[src/rtl/dbm_pkg.sv]
`default_nettype none

package dbm_pkg;

    localparam int PROG_DEPTH       = 1024;
    localparam int ADDR_TABLE_DEPTH = 256;

    localparam int PROG_AW = (PROG_DEPTH > 1) ? $clog2(PROG_DEPTH) : 1;
    localparam int TAB_AW  = (ADDR_TABLE_DEPTH > 1) ? $clog2(ADDR_TABLE_DEPTH) : 1;

    localparam int CMD_W       = 2;
    localparam int IDX_W       = 10;
    localparam int WORD_W      = 32;
    localparam int BYTE_W      = 8;
    localparam int STATUS_W    = 2;
    localparam int LEN_W       = 11;
    localparam int TAB_ENTRY_W = 10;
    localparam int DEST_W      = 16;
    localparam int OP_W        = 4;
    localparam int CMPC_W      = 3;

    localparam logic [LEN_W-1:0] LEN_RESET = 11'd1024;

    localparam int CNT_W = (LEN_W > $clog2(PROG_DEPTH + 2)) ? LEN_W : $clog2(PROG_DEPTH + 2);
    localparam int PCW   = ((PROG_AW > DEST_W) ? PROG_AW : DEST_W) + 2;
    localparam int CMPW  = PCW + CNT_W;

    localparam int Q_DEPTH = 2;
    localparam int Q_AW    = 1;
    localparam int Q_CW    = 2;

    localparam logic [CMD_W-1:0] CMD_LOAD_PROG = 2'd0;
    localparam logic [CMD_W-1:0] CMD_LOAD_TAB  = 2'd1;
    localparam logic [CMD_W-1:0] CMD_START     = 2'd2;
    localparam logic [CMD_W-1:0] CMD_DATA      = 2'd3;

    localparam logic [STATUS_W-1:0] ST_MATCHING = 2'd0;
    localparam logic [STATUS_W-1:0] ST_SUCCESS  = 2'd1;
    localparam logic [STATUS_W-1:0] ST_FAIL     = 2'd2;

    localparam logic [OP_W-1:0] OP_STOP     = 4'd0;
    localparam logic [OP_W-1:0] OP_FETCH    = 4'd1;
    localparam logic [OP_W-1:0] OP_BRANCH   = 4'd2;
    localparam logic [OP_W-1:0] OP_INDIRECT = 4'd3;

    localparam logic [CMPC_W-1:0] CMP_LT = 3'd1;
    localparam logic [CMPC_W-1:0] CMP_LE = 3'd2;
    localparam logic [CMPC_W-1:0] CMP_GE = 3'd3;
    localparam logic [CMPC_W-1:0] CMP_GT = 3'd4;
    localparam logic [CMPC_W-1:0] CMP_EQ = 3'd5;
    localparam logic [CMPC_W-1:0] CMP_NE = 3'd6;

    typedef struct packed {
        logic [CMD_W-1:0]  cmd;
        logic [IDX_W-1:0]  index;
        logic [WORD_W-1:0] word;
        logic [BYTE_W-1:0] data_byte;
    } dbm_in_t;

    typedef struct packed {
        logic [STATUS_W-1:0] status;
        logic                accept_at_end;
        logic                fault;
    } dbm_out_t;

    typedef enum logic [2:0] {
        K_NONE      = 3'd0,
        K_LOAD_PROG = 3'd1,
        K_LOAD_TAB  = 3'd2,
        K_START     = 3'd3,
        K_DATA      = 3'd4
    } dbm_kind_t;

    typedef struct packed {
        dbm_kind_t         kind;
        logic [IDX_W-1:0]  addr;
        logic [WORD_W-1:0] word;
        logic [BYTE_W-1:0] data_byte;
    } dbm_op_t;

    function automatic logic cmp_holds(input logic [CMPC_W-1:0] code,
                                       input logic [BYTE_W-1:0] ch,
                                       input logic [BYTE_W-1:0] arg);
        logic r;
        case (code)
            CMP_LT:  r = (ch < arg);
            CMP_LE:  r = (ch <= arg);
            CMP_GE:  r = (ch >= arg);
            CMP_GT:  r = (ch > arg);
            CMP_EQ:  r = (ch == arg);
            CMP_NE:  r = (ch != arg);
            default: r = 1'b1;
        endcase
        return r;
    endfunction

endpackage

`default_nettype wire

[src/rtl/dbm_front.sv]
`default_nettype none

module dbm_front (
    input  wire logic             clk,
    input  wire logic             rst_n,
    input  wire logic             push,
    output logic                  full,
    input  wire dbm_pkg::dbm_in_t in_item,
    output logic                  op_valid,
    input  wire logic             op_ready,
    output dbm_pkg::dbm_op_t      op
);

    dbm_pkg::dbm_op_t              q_reg [dbm_pkg::Q_DEPTH];
    logic [dbm_pkg::Q_AW-1:0]      wptr_reg;
    logic [dbm_pkg::Q_AW-1:0]      rptr_reg;
    logic [dbm_pkg::Q_CW-1:0]      cnt_reg;
    dbm_pkg::dbm_op_t              cls;
    logic                          wr;
    logic                          rd;

    always_comb
    begin
        cls.addr      = in_item.index;
        cls.word      = in_item.word;
        cls.data_byte = in_item.data_byte;
        case (in_item.cmd)
            dbm_pkg::CMD_LOAD_PROG:
                cls.kind = (32'(in_item.index) < 32'(dbm_pkg::PROG_DEPTH)) ?
                           dbm_pkg::K_LOAD_PROG : dbm_pkg::K_NONE;
            dbm_pkg::CMD_LOAD_TAB:
                cls.kind = (32'(in_item.index) < 32'(dbm_pkg::ADDR_TABLE_DEPTH)) ?
                           dbm_pkg::K_LOAD_TAB : dbm_pkg::K_NONE;
            dbm_pkg::CMD_START:
                cls.kind = dbm_pkg::K_START;
            default:
                cls.kind = dbm_pkg::K_DATA;
        endcase
    end

    assign full     = (cnt_reg == dbm_pkg::Q_CW'(dbm_pkg::Q_DEPTH));
    assign op_valid = (cnt_reg != '0);
    assign op       = q_reg[rptr_reg];
    assign wr       = push && !full;
    assign rd       = op_valid && op_ready;

    always_ff @(posedge clk)
    begin
        if (wr)
        begin
            q_reg[wptr_reg] <= cls;
        end
    end

    always_ff @(posedge clk or negedge rst_n)
    begin
        if (!rst_n)
        begin
            wptr_reg <= '0;
            rptr_reg <= '0;
            cnt_reg  <= '0;
        end
        else
        begin
            if (wr)
            begin
                wptr_reg <= wptr_reg + 1'b1;
            end
            if (rd)
            begin
                rptr_reg <= rptr_reg + 1'b1;
            end
            if (wr && !rd)
            begin
                cnt_reg <= cnt_reg + 1'b1;
            end
            else if (rd && !wr)
            begin
                cnt_reg <= cnt_reg - 1'b1;
            end
        end
    end

endmodule

`default_nettype wire

[config.mk]
export PLATFORM = sky130hd
export DESIGN_NAME = dbm_front
export DESIGN_NICKNAME = d
export VERILOG_FILES = /design/src/rtl/dbm_pkg.sv /design/src/rtl/dbm_front.sv
export SDC_FILE = /design/constraint.sdc
export NUM_CORES = 1
export LEC_CHECK = 0
export BUFFER_PORTS_ARGS = -buffer_cell sky130_fd_sc_hd__buf_4
export CORE_ASPECT_RATIO = 0.5
export CORE_MARGIN = 3
export CORE_UTILIZATION = 35
export CTS_CLUSTER_DIAMETER = 50
export DETAILED_ROUTE_END_ITERATION = 6
export HOLD_SLACK_MARGIN = 0.03
export MAX_ROUTING_LAYER = met4
export SYNTH_ARGS = -nofsm -noshare
export SYNTH_HDL_FRONTEND = slang
export SYNTH_SLANG_ARGS = --single-unit
[constraint.sdc]
create_clock -name clk -period 3.33 [get_ports clk]
set_input_delay 0.666 -clock clk [delete_from_list [all_inputs] [get_ports clk]]
set_output_delay 0.666 -clock clk [all_outputs]
set_load 0.01 [all_outputs]
==> flow_summary_export.csv <==
group,metric,value,unit
logic_synthesis,yosysWarnings,0,
power,leakage,2.23,nW
detailed_routing,post_drt_wl_per_cell,16.0,µm
worst_setup_path,worstSetupStartpoint,"rptr_reg",
worst_setup_path,critPathLaunchType,"register",
clock_network,cts_resized,0,
worst_setup_path,crit_cells,3,
worst_setup_path,cp.buffers_inverters,2,
sta,worstMarginPinSlew,0.731,ns
worst_setup_path,crit_chain,"buf_12 -> mux2_2 -> buf_4",
placed_design,gp_congestion,0.638,
detailed_routing,totalWireLength,7500,µm
final_layout,fillers,998,
final_layout,postLayoutCoreUtil,48.6,%
power,cellPowerDensity,858,nW/µm²
logic_synthesis,synth_fp_nets,245,
sta,period_share,77.0,%
worst_setup_path,crit_slowest_cell,"dfrtp_4",
worst_setup_path,cp.required,2.66,ns
worst_setup_path,slowest_delay,0.73,ns
placed_design,hpwl,5300,µm
floorplanning,dieArea,13700,µm²
final_layout,layout_commonest_cell,"buf_4",
global_routing,grt_pass1_vias,2325,
sta,min_period,2.56,ns
clock_network,cts_sinks,110,
detailed_routing,routed_via_density,4.29,
detailed_routing,ant_nets,0,
final_layout,drive_gt1_share,58.8,%
sta,rsz0062_at_grt,"false",
logic_synthesis,synth.distinct_cells,18,
floorplanning,io_pins,111,
worst_setup_path,reg2reg_depth,4,
global_routing,track_usage,11.6,%
clock_network,cts_tree,"done",
logic_synthesis,postSynthCellCount,188,
logic_synthesis,synth_seq_cells,110,
floorplanning,core,11500,µm²
final_layout,synthToLayoutAreaGrowth,30.0,%
clock_network,cts_post_setup_buffers_inserted,0,
logic_synthesis,seq_area_frac_synth,76.4,%
worst_setup_path,cp.arrival,1.90,ns
clock_network,cts_buffers,9,
flow_run,drv_cap,0,
sta,fin_tns_setup,0,ns
sta,max_slew_margin,51.1,%
worst_setup_path,r2r_start,"cnt_reg[0]",
worst_setup_path,path_max_fanout,32,
sta,fmax,390,MHz
floorplanning,die_h,84.3,µm
logic_synthesis,netlist_area,4300,µm²
clock_network,cts_root_buf,"clkbuf_16",
final_layout,multi_input_area,900,µm²
power,vdd_drop_max,547,µV
sta,clock_skew,0.00374,ns
global_routing,gr-total-overflow,0,
floorplanning,rows,27,
logic_synthesis,synth.avg_cell_area,22.9,µm²
sta,final-max-slew-violation-count,0,
final_layout,nets,363,
placed_design,io_buffers,110,
final_layout,final_cell_mix,"buf_4, edfxtp_1, mux2_4",
floorplanning,initial_core_util,37.4,%
sta,setup_viol,0,
clock_network,clk_pin_slew_worst_paths,0.07,ns
clock_network,clock_path_buffers,2,
worst_setup_path,cp_top_family,"flip-flops",
power,total_power,0.00479,W
final_layout,diodes,0,
sta,final_hold_viol_count,0,
detailed_routing,drc,0,
status,status,"finished, final reports clean",
detailed_routing,dr_total_vias,2016,
clock_network,worstSkewPairLatency,0.33,ns
global_routing,grt_start_max_net_pins,33,
global_routing,grt_pass1_wl,11900,µm
global_routing,antenna_found_initial,0,
clock_network,htreeDepth,3,
detailed_routing,drtIter0Drc,104,
worst_setup_path,critPathKind,"reg2out",
final_layout,largest_reg_flops,106,
worst_setup_path,endpoint_kind,"output pin",
hold_path,hp-class,"in2async",
detailed_routing,dr.pass1.iters,4,
floorplanning,die_w,163,µm
final_layout,register_area,3290,µm²
sta,hold_ws,0.116,ns
clock_network,cts-hold-fix-buffers,0,
-- synthesized netlist by cell type, drive strengths merged --
master	number	share of area (%)
xnor2	3	0.61
ha	1	0.29
inv	3	0.26
edfxtp	106	74
nor2	2	0.17
mux2	53	18
nor4	1	0.15
xor2	2	0.41
nand2b	1	0.15
and3	1	0.15
a21o	1	0.17
buf	6	2.6
dfrtp	4	2.3
and2	1	0.15
or2	1	0.15
nand2	2	0.17
-- power by group --
part | leakage, nW | internal, W | switching (W)
sequential | 1.03 | 0.00190 | 0.000164
clock | 0.146 | 0.000624 | 0.000442
combinational | 1.05 | 0.000960 | 0.000707
total | 2.23 | 0.00348 | 0.00131
-- cell families (layout without fill, tap and decap cells) --
family | count (synthesis) | after routing | synth area share (%)
compound gates | 1 | 1 | 0.175
xor+xnor | 5 | 5 | 1.02
fa+ha+maj | 1 | 1 | 0.291
buf+inv | 9 | 132 | 2.85
flops | 110 | 110 | 76.4
mux | 53 | 53 | 18.2
simple gates | 9 | 9 | 1.08
-- metal layers --
| metal | up-vias | global-route usage, % | part of all wire (%) |
|---|---|---|---|
| li1 | 962 | - | - |
| met1 | 1012 | 12.1 | 38 |
| met2 | 36 | 21.7 | 57 |
| met3 | 6 | 2.76 | 3.4 |
| met4 | 0 | 3.91 | 0.91 |
| met5 | - | - | 0 |
-- path summary, 6_finish.rpt --
| check | slack (ns) | to |
|---|---|---|
| max | 0.77 | op[40] |
| min | 0.12 | rptr_reg |
| max reg2reg | 1.41 | q_reg[0][38] |
| min reg2reg | 0.52 | cnt_reg[1] |
| max in group asynchronous | 3.10 | rptr_reg |
| min in group clk | 0.51 | q_reg[0][42] |
-- per-stage QoR --
| stage | cells | area (µm²) | setup WS [ns] |
|---|---|---|---|
| floorplan | 188 | 4300 | 0.773 |
| global placement | 454 | 5280 | 1.12 |
| detailed placement | 454 | 5280 | 1.12 |
| CTS | 470 | 5590 | 0.741 |
| global route | 470 | 5590 | 0.673 |
| finish | 470 | 5590 | 0.766 |
-- final cells by class --
class,instances,area share [%]
Tap cell,159,3.56
Inverter,3,0.202
Multi-Input combinational cell,69,16.1
Clock buffer,13,4.66
Clock inverter,3,0.762
Timing Repair Buffer,113,15.9
Sequential cell,110,58.8
(Power assumes the default switching activity.)
